[config.mk]
export PLATFORM = sky130hd
export DESIGN_NAME = quicksort_sorter
export DESIGN_NICKNAME = d
export VERILOG_FILES = /design/src/design/qsort_pkg.sv /design/src/design/qsort_ram.sv /design/src/design/quicksort_sorter.sv
export VERILOG_INCLUDE_DIRS = /design/src /design/src/design
export SDC_FILE = /design/constraint.sdc
export NUM_CORES = 2
export LEC_CHECK = 0
export BUFFER_PORTS_ARGS = -buffer_cell sky130_fd_sc_hd__buf_2
export CAP_MARGIN = 0
export CORE_MARGIN = 5
export CORE_UTILIZATION = 40
export CTS_BUF_LIST = sky130_fd_sc_hd__clkbuf_2 sky130_fd_sc_hd__clkbuf_4 sky130_fd_sc_hd__clkbuf_8
export CTS_CLUSTER_SIZE = 20
export DETAILED_ROUTE_END_ITERATION = 10
export GPL_TIMING_DRIVEN = 0
export SYNTH_ARGS = -nofsm -noshare
export SYNTH_HDL_FRONTEND = slang
export SYNTH_SLANG_ARGS = --single-unit
[constraint.sdc]
create_clock -name clock -period 5.4 [get_ports clock]
set_clock_uncertainty 0.1 [all_clocks]
set_input_delay 0.54 -clock clock [delete_from_list [all_inputs] [get_ports clock]]
set_output_delay 0.54 -clock clock [all_outputs]
set_load 0.02 [all_outputs]
[src/design/quicksort_sorter_defines.svh]
// Assertion macros shared by the quicksort sorter RTL.
// Needs signals named clock and reset in the including module.
`ifndef QUICKSORT_SORTER_DEFINES_SVH
`define QUICKSORT_SORTER_DEFINES_SVH

// check prop at every rising clock edge outside reset
`define QS_ASSERT(lbl, prop, msg) \
   lbl: assert property (@(posedge clock) disable iff (reset) prop) else $error(msg);

// check that expr holds in the cycle after cond
`define QS_ASSERT_NEXT(lbl, cond, expr, msg) \
   lbl: assert property (@(posedge clock) disable iff (reset) (cond) |=> (expr)) \
      else $error(msg);

`endif

[src/design/qsort_pkg.sv]
// Shared constants, range type and sequencer states of the quicksort sorter.
// No dependencies.
`timescale 1ns / 1ps

package qsort_pkg;

   localparam int MAX_ITEMS   = 32;
   localparam int DATA_W      = 32;
   localparam int IDX_W       = $clog2(MAX_ITEMS);
   localparam int COUNT_W     = $clog2(MAX_ITEMS + 1);
   localparam int STACK_DEPTH = IDX_W + 2;
   localparam int SP_W        = $clog2(STACK_DEPTH + 1);
   localparam int SP_IDX_W    = $clog2(STACK_DEPTH);

   typedef struct packed {
      logic [IDX_W-1:0] lo;
      logic [IDX_W-1:0] hi;
   } range_type;

   typedef enum logic [3:0] {
      ST_LOAD,
      ST_POP,
      ST_PIVOT,
      ST_I_RD,
      ST_I_CHK,
      ST_J_CHK,
      ST_SWAP1,
      ST_SWAP2,
      ST_FIN1,
      ST_FIN2,
      ST_OUT_RD,
      ST_OUT_WAIT
   } state_type;

endpackage

[src/design/qsort_ram.sv]
// Generic single-clock RAM, one write port and one registered read port.
// No dependencies.
`timescale 1ns / 1ps

module qsort_ram #(
   parameter int WIDTH = 32,
   parameter int DEPTH = 32
) (
   input  logic                     clock,
   input  logic                     wr_en,
   input  logic [$clog2(DEPTH)-1:0] wr_addr,
   input  logic [WIDTH-1:0]         wr_data,
   input  logic [$clog2(DEPTH)-1:0] rd_addr,
   output logic [WIDTH-1:0]         rd_data
);

   logic [WIDTH-1:0] mem_ff [DEPTH];
   logic [WIDTH-1:0] rd_data_ff;

   always_ff @(posedge clock) begin
      if (wr_en) begin
         mem_ff[wr_addr] <= wr_data;
      end
      rd_data_ff <= mem_ff[rd_addr];
   end

   assign rd_data = rd_data_ff;

endmodule

[src/design/quicksort_sorter.sv]
// Quicksort sorter top level; uses qsort_pkg, qsort_ram and the assertion macros.
// Load: one word per handshake in ST_LOAD. Sort: ST_POP and ST_PIVOT per range,
// the ST_I_CHK/ST_J_CHK scans, ST_SWAP1, ST_SWAP2 and ST_I_RD per swap, and
// ST_FIN1/ST_FIN2 to place the pivot. Output: ST_OUT_RD and ST_OUT_WAIT per word,
// held while the sink is not ready; the next set loads while the final result waits.
// Sync reset clears counters, stack pointer, flag and sequencer, not store or stack.
`timescale 1ns / 1ps
`include "quicksort_sorter_defines.svh"

module quicksort_sorter
   import qsort_pkg::*;
(
   input  logic              clock,
   input  logic              reset,
   input  logic              req_tvalid,
   output logic              req_tready,
   input  logic [DATA_W-1:0] req_tdata,   // value[31:0]
   input  logic              req_tlast,   // is_last
   output logic              rsp_tvalid,
   input  logic              rsp_tready,
   output logic [DATA_W-1:0] rsp_tdata,   // sorted_value[31:0]
   output logic              rsp_tlast,   // last_out
   output logic              rsp_tuser    // overflow
);

   state_type state_ff, state_in;

   logic [COUNT_W-1:0] count_ff, count_in;
   logic               dropped_ff, dropped_in;
   logic [SP_W-1:0]    sp_ff, sp_in;
   range_type          stack_ff [STACK_DEPTH];
   logic [IDX_W-1:0]   lo_ff, lo_in, hi_ff, hi_in, i_ff, i_in, k_ff, k_in;
   logic [COUNT_W-1:0] j_ff, j_in;
   logic [DATA_W-1:0]  pivot_ff, pivot_in, vi_ff, vi_in, vj_ff, vj_in;

   logic [DATA_W-1:0]  rsp_data_ff, rsp_data_in;
   logic               rsp_last_ff, rsp_last_in, rsp_ovf_ff, rsp_ovf_in;
   logic               rsp_valid_ff, rsp_valid_in;
   logic               rsp_load;

   logic               ram_we;
   logic [IDX_W-1:0]   ram_waddr, ram_raddr;
   logic [DATA_W-1:0]  ram_wdata, ram_rdata;

   logic               push0_en, push1_en;
   logic [SP_IDX_W-1:0] push0_slot, push1_slot;
   range_type          push0_val, push1_val;

   logic signed [DATA_W-1:0] cmp_a, cmp_b;
   logic               cmp_lt;

   logic               req_accept, rsp_accept, store_full;
   logic [COUNT_W-1:0] count_new, j_dec;
   logic [SP_W-1:0]    top_idx;
   range_type          top_range, left_range, right_range;
   logic               left_ok, right_ok, left_larger;
   logic [IDX_W-1:0]   p_idx;

   qsort_ram #(
      .WIDTH (DATA_W),
      .DEPTH (MAX_ITEMS)
   ) u_store (
      .clock   (clock),
      .wr_en   (ram_we),
      .wr_addr (ram_waddr),
      .wr_data (ram_wdata),
      .rd_addr (ram_raddr),
      .rd_data (ram_rdata)
   );

   assign req_accept = req_tvalid && req_tready;
   assign rsp_accept = rsp_valid_ff && rsp_tready;
   assign store_full = (count_ff >= COUNT_W'(MAX_ITEMS));
   assign count_new  = store_full ? count_ff : count_ff + COUNT_W'(1);
   assign j_dec      = j_ff - COUNT_W'(1);
   assign top_idx    = sp_ff - SP_W'(1);
   assign top_range  = stack_ff[top_idx[SP_IDX_W-1:0]];

   // shared signed compare
   assign cmp_a  = (state_ff == ST_I_CHK) ? ram_rdata : pivot_ff;
   assign cmp_b  = (state_ff == ST_I_CHK) ? pivot_ff : ram_rdata;
   assign cmp_lt = (cmp_a < cmp_b);

   assign p_idx       = j_ff[IDX_W-1:0];
   assign left_range  = '{lo: lo_ff, hi: p_idx - IDX_W'(1)};
   assign right_range = '{lo: p_idx + IDX_W'(1), hi: hi_ff};
   assign left_ok     = (COUNT_W'(p_idx) > COUNT_W'(lo_ff) + COUNT_W'(1));
   assign right_ok    = (COUNT_W'(p_idx) + COUNT_W'(1) < COUNT_W'(hi_ff));
   assign left_larger = ((p_idx - lo_ff) > (hi_ff - p_idx));

   always_ff @(posedge clock) begin
      if (reset) begin
         state_ff <= ST_LOAD;
      end else begin
         state_ff <= state_in;
      end
   end

   always_comb begin
      state_in     = state_ff;
      count_in     = count_ff;
      dropped_in   = dropped_ff;
      sp_in        = sp_ff;
      lo_in        = lo_ff;
      hi_in        = hi_ff;
      i_in         = i_ff;
      j_in         = j_ff;
      k_in         = k_ff;
      pivot_in     = pivot_ff;
      vi_in        = vi_ff;
      vj_in        = vj_ff;
      rsp_load     = 1'b0;
      rsp_data_in  = rsp_data_ff;
      rsp_last_in  = rsp_last_ff;
      rsp_ovf_in   = rsp_ovf_ff;
      ram_we       = 1'b0;
      ram_waddr    = '0;
      ram_wdata    = '0;
      ram_raddr    = k_ff;
      push0_en     = 1'b0;
      push1_en     = 1'b0;
      push0_slot   = sp_ff[SP_IDX_W-1:0];
      push1_slot   = SP_IDX_W'(sp_ff + SP_W'(1));
      push0_val    = left_range;
      push1_val    = right_range;
      req_tready   = 1'b0;

      unique case (state_ff)
         ST_LOAD: begin
            req_tready = 1'b1;
            if (req_accept) begin
               ram_we     = !store_full;
               ram_waddr  = count_ff[IDX_W-1:0];
               ram_wdata  = req_tdata;
               count_in   = count_new;
               dropped_in = dropped_ff || store_full;
               if (req_tlast) begin
                  push0_val = '{lo: '0, hi: IDX_W'(count_new - COUNT_W'(1))};
                  if (count_new > COUNT_W'(1)) begin
                     push0_en = 1'b1;
                     sp_in    = sp_ff + SP_W'(1);
                  end
                  state_in = ST_POP;
               end
            end
         end
         ST_POP: begin
            ram_raddr = top_range.lo;
            lo_in     = top_range.lo;
            hi_in     = top_range.hi;
            if (sp_ff == '0) begin
               k_in     = '0;
               state_in = ST_OUT_RD;
            end else begin
               sp_in    = top_idx;
               state_in = ST_PIVOT;
            end
         end
         ST_PIVOT: begin
            pivot_in  = ram_rdata;
            i_in      = lo_ff + IDX_W'(1);
            j_in      = COUNT_W'(hi_ff) + COUNT_W'(1);
            ram_raddr = lo_ff + IDX_W'(1);
            state_in  = ST_I_CHK;
         end
         ST_I_RD: begin
            ram_raddr = i_ff;
            state_in  = ST_I_CHK;
         end
         ST_I_CHK: begin
            if ((i_ff < hi_ff) && cmp_lt) begin
               i_in      = i_ff + IDX_W'(1);
               ram_raddr = i_ff + IDX_W'(1);
            end else begin
               vi_in     = ram_rdata;
               j_in      = j_dec;
               ram_raddr = j_dec[IDX_W-1:0];
               state_in  = ST_J_CHK;
            end
         end
         ST_J_CHK: begin
            if ((j_ff > COUNT_W'(lo_ff)) && cmp_lt) begin
               j_in      = j_dec;
               ram_raddr = j_dec[IDX_W-1:0];
            end else begin
               vj_in = ram_rdata;
               if (COUNT_W'(i_ff) >= j_ff) begin
                  state_in = ST_FIN1;
               end else begin
                  state_in = ST_SWAP1;
               end
            end
         end
         ST_SWAP1: begin
            ram_we    = 1'b1;
            ram_waddr = i_ff;
            ram_wdata = vj_ff;
            state_in  = ST_SWAP2;
         end
         ST_SWAP2: begin
            ram_we    = 1'b1;
            ram_waddr = j_ff[IDX_W-1:0];
            ram_wdata = vi_ff;
            i_in      = i_ff + IDX_W'(1);
            state_in  = ST_I_RD;
         end
         ST_FIN1: begin
            ram_we    = 1'b1;
            ram_waddr = lo_ff;
            ram_wdata = vj_ff;
            state_in  = ST_FIN2;
         end
         ST_FIN2: begin
            ram_we    = 1'b1;
            ram_waddr = p_idx;
            ram_wdata = pivot_ff;
            // larger part below, smaller part on top
            priority if (left_larger) begin
               push0_en  = left_ok || right_ok;
               push0_val = left_ok ? left_range : right_range;
               push1_en  = left_ok && right_ok;
               push1_val = right_range;
            end else begin
               push0_en  = left_ok || right_ok;
               push0_val = right_ok ? right_range : left_range;
               push1_en  = left_ok && right_ok;
               push1_val = left_range;
            end
            sp_in    = sp_ff + SP_W'(push0_en) + SP_W'(push1_en);
            state_in = ST_POP;
         end
         ST_OUT_RD: begin
            ram_raddr = k_ff;
            state_in  = ST_OUT_WAIT;
         end
         ST_OUT_WAIT: begin
            ram_raddr = k_ff;
            if (!rsp_valid_ff || rsp_tready) begin
               rsp_load    = 1'b1;
               rsp_data_in = ram_rdata;
               rsp_ovf_in  = dropped_ff;
               rsp_last_in = (COUNT_W'(k_ff) + COUNT_W'(1) == count_ff);
               if (rsp_last_in) begin
                  count_in   = '0;
                  dropped_in = 1'b0;
                  k_in       = '0;
                  state_in   = ST_LOAD;
               end else begin
                  k_in     = k_ff + IDX_W'(1);
                  state_in = ST_OUT_RD;
               end
            end
         end
         default: begin
            state_in = ST_LOAD;
         end
      endcase
   end

   assign rsp_valid_in = rsp_load || (rsp_valid_ff && !rsp_accept);

   always_ff @(posedge clock) begin
      if (reset) begin
         count_ff     <= '0;
         dropped_ff   <= 1'b0;
         sp_ff        <= '0;
         k_ff         <= '0;
         rsp_valid_ff <= 1'b0;
      end else begin
         count_ff     <= count_in;
         dropped_ff   <= dropped_in;
         sp_ff        <= sp_in;
         k_ff         <= k_in;
         rsp_valid_ff <= rsp_valid_in;
      end
   end

   always_ff @(posedge clock) begin
      lo_ff       <= lo_in;
      hi_ff       <= hi_in;
      i_ff        <= i_in;
      j_ff        <= j_in;
      pivot_ff    <= pivot_in;
      vi_ff       <= vi_in;
      vj_ff       <= vj_in;
      rsp_data_ff <= rsp_data_in;
      rsp_last_ff <= rsp_last_in;
      rsp_ovf_ff  <= rsp_ovf_in;
      if (push0_en) begin
         stack_ff[push0_slot] <= push0_val;
      end
      if (push1_en) begin
         stack_ff[push1_slot] <= push1_val;
      end
   end

   assign rsp_tvalid = rsp_valid_ff;
   assign rsp_tdata  = rsp_data_ff;
   assign rsp_tlast  = rsp_last_ff;
   assign rsp_tuser  = rsp_ovf_ff;

   `QS_ASSERT(a_stack_bound, (sp_ff <= SP_W'(STACK_DEPTH)), "range stack overrun")
   `QS_ASSERT(a_scan_range, (state_ff == ST_I_CHK) |-> (i_ff > lo_ff && i_ff <= hi_ff), "left scan left its range")
   `QS_ASSERT(a_pivot_range, (state_ff == ST_FIN1) |-> (j_ff >= COUNT_W'(lo_ff) && j_ff <= COUNT_W'(hi_ff)), "pivot slot outside range")
   `QS_ASSERT_NEXT(a_run_done, state_ff == ST_OUT_WAIT && rsp_load && rsp_last_in, state_ff == ST_LOAD && count_ff == '0 && sp_ff == '0, "run not closed after final word")

endmodule

==> summary.md <==
The flow ran to the end, but the final reports show violations. The final reports fail on design-rule violations, max-capacitance violations, max-slew violations. The row count was 135; the weighted congestion at the end of routability-driven global placement was 0.8992. The combinational family with the most area after synthesis was compound AO/OA/AOI/OAI gates.

Clock tree synthesis selected as its root buffer the cell sky130_fd_sc_hd__clkbuf_8. The tools report the count of nets left with antenna violations after detail routing as 0. In this run the mean area of a mapped cell was 15.55 um2. The initial antenna violation count came out at 6.

The destination of the worst register-to-register timing path was u_store.rd_data[22]. The synthesized netlist devotes 7.380% of its cell area to simple gates. The critical path is of the flip-flop to flip-flop type. The tools report the max-slew violation count as 33. The overflow left after global routing is 0, and the number of clock sinks seen by CTS is 1297.

The mux cell area share after synthesis was 7.476%. The floorplan die width is 379.5 um, and the number of enable flip-flop cells after synthesis is 1245. The worst register-to-register path begins at push0_slot[0]. The tools report the post-synth design cell area as 54620 um2. IR analysis of the VDD net gives a maximum drop of 0.0005060 V. The count of input and output buffers was 72. For this run, the share of the core covered by cells in the final layout is 46.99%.

Vias after detailed routing: 34268. The netlist uses 98 different library cells. Kind of start point of the critical path: a flip-flop.

Once the floorplan was initialized, standard cells occupied 40.27% of the core. The analysis attributes to cell leakage a power of 21.44 nW. The final critical path takes up 99.26% of the cycle. The type of the worst min-delay path is input pin to flip-flop.

The share of synthesized area occupied by flip-flops and latches is 70.35%. STA classifies the critical path endpoint as a flip-flop. In the synthesized netlist, the number of instances is 3512. Across the run, the number of max-cap violations was 2. The tools report the capturing instance or port of the critical path as u_store.rd_data[22]. The tools report the final hold violation count as 0. Along the worst path, the maximum fanout reaches 9.

Among all flip-flop cells after synthesis, the most frequent one is sky130_fd_sc_hd__edfxtp_1. The global routing usage summed across all routing layers came out at 21.23%. The clock passes through at most 3 buffers. From synthesis to final layout, the design area changed by 16.68%. The logs give 5.92 ns for the data arrival time of the worst path and 36 for the maximum number of pins on one net before global-route repair. Remaining routing DRC violations: 2.

After Yosys synthesis, full adders, half adders and majority gates account for 1.599% of the synthesized area. The worst path required time is 5.96 ns. The die is 379.5 um tall. Cells with a size suffix above 1 make up 23.40% of the layout. The xor/xnor cell area share of the yosys netlist came out at 1.042%.

The logs give 144100 um2 for the die area and 4 for the maximum level of the CTS H-tree. Routed wire length per instance: 27.10 um. The tools report the post-synth net total as 3599. The power density normalized to cell area came out at 664.1 nW/um2. Once detailed placement completed, the half-perimeter wirelength came to 108500 um. The tools report the achievable frequency as 186.6 MHz.

After clock tree synthesis, the clock-pin slew on the worst setup and hold paths is 0.07 ns. Buffers inserted during clock tree synthesis total 201. Summing the areas of all compound-gate instances in the mapped netlist gives 9.705% of the synthesized area. The final non-filler cell total was 5836; the measured slew at the worst slew-check pin was 1.509 ns. Setup repair after global routing could not meet its margin everywhere.

The share of async-settable or async-resettable flops after synthesis came out at 0%. The wire length of the first global-routing pass came out at 227100 um. The number of global-route vias before repair is 33393, and the total of warnings raised by yosys is 0.

The tools report the final worst hold slack as 0.2284 ns. For the worst-skew pair, the clock arrives at the later sink with an insertion delay of 0.91 ns. The I/O pin count is 73, and the shortest period the worst path allows is 5.360 ns. The run gives 0 as the final setup violation count.

The floorplan step defined a core boundary enclosing 135600 um2. The critical path starts at push0_slot[0]. For the number of DRC violations after detailed-routing iteration 0, the log shows 4039.

The number of placed cells counting well taps is 5406. The vias per cell works out to 5.872. Leaving out fill and tap cells, the most frequent cells in the layout are sky130_fd_sc_hd__edfxtp_1, sky130_fd_sc_hd__nand2_1, sky130_fd_sc_hd__clkbuf_8, sky130_fd_sc_hd__mux4_2, sky130_fd_sc_hd__a211oi_1. For the worst flop-to-flop path, the logic depth is 20.

TritonCTS built the clock tree. The net count of the finished layout is 3980. For this block, the routed nets add up to 158100 um of wire. The register bit total from synthesis came out at 1297. The run gives 9 as the count of TritonRoute iterations in the first routing pass.

Most common cell after layout, fill and taps aside: sky130_fd_sc_hd__edfxtp_1. The worst max-slew margin expressed relative to the limit was -0.6317%; the setup slack of the most critical reg-to-reg path was 0.04 ns.
==> how the worst min path moves through the flow <==
stage                    start         end  slack [ns]  depth (start not counted)
floorplan           dropped_ff   rsp_tuser        0.31                          0
global placement    dropped_ff   rsp_tuser        0.32                          0
detailed placement  dropped_ff   rsp_tuser        0.32                          0
CTS                 rsp_tready  rsp_tvalid        0.15                          3
global route        rsp_tready  rsp_tvalid        0.17                          3
finish              rsp_tready  rsp_tvalid        0.23                          3
==> sequential cells by signal, summed over array words and instances, names as in the netlist, 3 cells and up <==
name and cells:
u_store.mem_ff 1024, j_ff 6, lo_ff 5, k_ff 5, rsp_tdata 32, hi_ff 5
i_ff 5, pivot_ff 32, stack_ff 70, u_store.rd_data 32, vj_ff 32, state_ff 4
vi_ff 32, push0_slot 3, count_ff 6
==> report_power, final <==
group	switching, mW	internal (mW)	leakage [nW]
combinational	13.3	6.94	7.47
clock	3.88	4.28	2.11
sequential	0.625	13.3	11.9
==> Yosys cell counts, types with 32 or more instances <==
library cell | instances | area share [%]
sky130_fd_sc_hd__a211oi_1 | 127 | 1.7
sky130_fd_sc_hd__a21oi_1 | 121 | 1.1
sky130_fd_sc_hd__a222oi_1 | 32 | 0.59
sky130_fd_sc_hd__a22oi_1 | 105 | 1.4
sky130_fd_sc_hd__a311o_1 | 60 | 1.1
sky130_fd_sc_hd__and3_1 | 101 | 1.2
sky130_fd_sc_hd__buf_2 | 83 | 0.76
sky130_fd_sc_hd__clkbuf_1 | 111 | 0.76
sky130_fd_sc_hd__dfxtp_1 | 52 | 1.9
sky130_fd_sc_hd__edfxtp_1 | 1245 | 68
sky130_fd_sc_hd__ha_1 | 47 | 1.1
sky130_fd_sc_hd__inv_1 | 62 | 0.43
sky130_fd_sc_hd__mux2i_1 | 93 | 1.7
sky130_fd_sc_hd__mux4_2 | 135 | 5.6
sky130_fd_sc_hd__nand2_1 | 328 | 2.3
sky130_fd_sc_hd__nand3_1 | 62 | 0.57
sky130_fd_sc_hd__nand4_1 | 48 | 0.55
sky130_fd_sc_hd__nor2_1 | 127 | 0.87
sky130_fd_sc_hd__o21ai_0 | 81 | 0.74
sky130_fd_sc_hd__xnor2_1 | 42 | 0.67
==> worst max-delay path: stages (launching register included) <==
cell and delay, ns:
sky130_fd_sc_hd__dfxtp_2 0.35, sky130_fd_sc_hd__buf_12 0.12, sky130_fd_sc_hd__clkbuf_16 0.15, sky130_fd_sc_hd__clkinvlp_4 0.14, sky130_fd_sc_hd__ha_4 0.21, sky130_fd_sc_hd__xor2_4 0.17, sky130_fd_sc_hd__mux4_2 0.34, sky130_fd_sc_hd__nand2_2 0.10
sky130_fd_sc_hd__o21ai_4 0.09, sky130_fd_sc_hd__or3_1 0.33, sky130_fd_sc_hd__a31o_1 0.24, sky130_fd_sc_hd__o41a_1 0.43, sky130_fd_sc_hd__a2111oi_4 0.37, sky130_fd_sc_hd__buf_6 0.20, sky130_fd_sc_hd__buf_12 0.13, sky130_fd_sc_hd__buf_12 0.15
sky130_fd_sc_hd__buf_12 0.13, sky130_fd_sc_hd__buf_4 0.12, sky130_fd_sc_hd__mux4_2 0.50, sky130_fd_sc_hd__a22oi_2 0.33, sky130_fd_sc_hd__nand4_1 0.36
==> per-stage QoR <==
step	area, um2	setup TNS [ns]	worst slack, ns	total power [mW]
final	63730	0	0.03981	42.32
after global routing	63730	-0.1502	-0.06366	44.11
after CTS	63050	-0.0005600	-0.0005600	41.50
after detailed placement	58250	-144.27	-2.301	32.40
after global placement	57210	-1684.98	-2.320	32.06
after floorplan	54620	0	0.4084	25.06
==> per-layer routing <==
layer / vias to the layer above / global-route usage (%) / share of wire [%]
li1: 14864 / - / -
met1: 17453 / 29.45 / 41
met2: 1670 / 33.86 / 47
met3: 281 / 4.445 / 8.8
met4: 0 / 6.477 / 2.7
met5: - / 0 / 0
==> final cells by class <==
| class | instances | area [um2] |
|---|---|---|
| Tap cell | 1781 | 2228 |
| Clock inverter | 68 | 412.9 |
| Inverter | 65 | 250.2 |
| Sequential cell | 1297 | 38430 |
| Timing Repair Buffer | 176 | 1738 |
| Multi-Input combinational cell | 1916 | 15640 |
| Buffer | 236 | 1476 |
| Fill cell | 11695 | 71900 |
| Clock buffer | 294 | 3552 |
| Antenna cell | 3 | 7.507 |
==> cell families (layout without fill, tap and decap cells) <==
kind of cell	after synthesis	after routing
buffers and inverters	301	839
adder cells (fa/ha/maj)	72	72
flip-flops	1297	1297
AO/OA/AOI/OAI	715	715
multiplexers	238	238
XOR/XNOR	65	65
other	0	3
AND/OR/NAND/NOR	824	826
==> timing repair <==
item                                    CTS  global route
gates resized for setup                 181            69
hold buffers                              3             0
buffers inserted                         14            43
endpoints found under the setup margin  255           176
hold endpoints to repair                  4             0
gates cloned                              2             1
pin swaps                                34            29
Power figures use the tool's default switching activity.
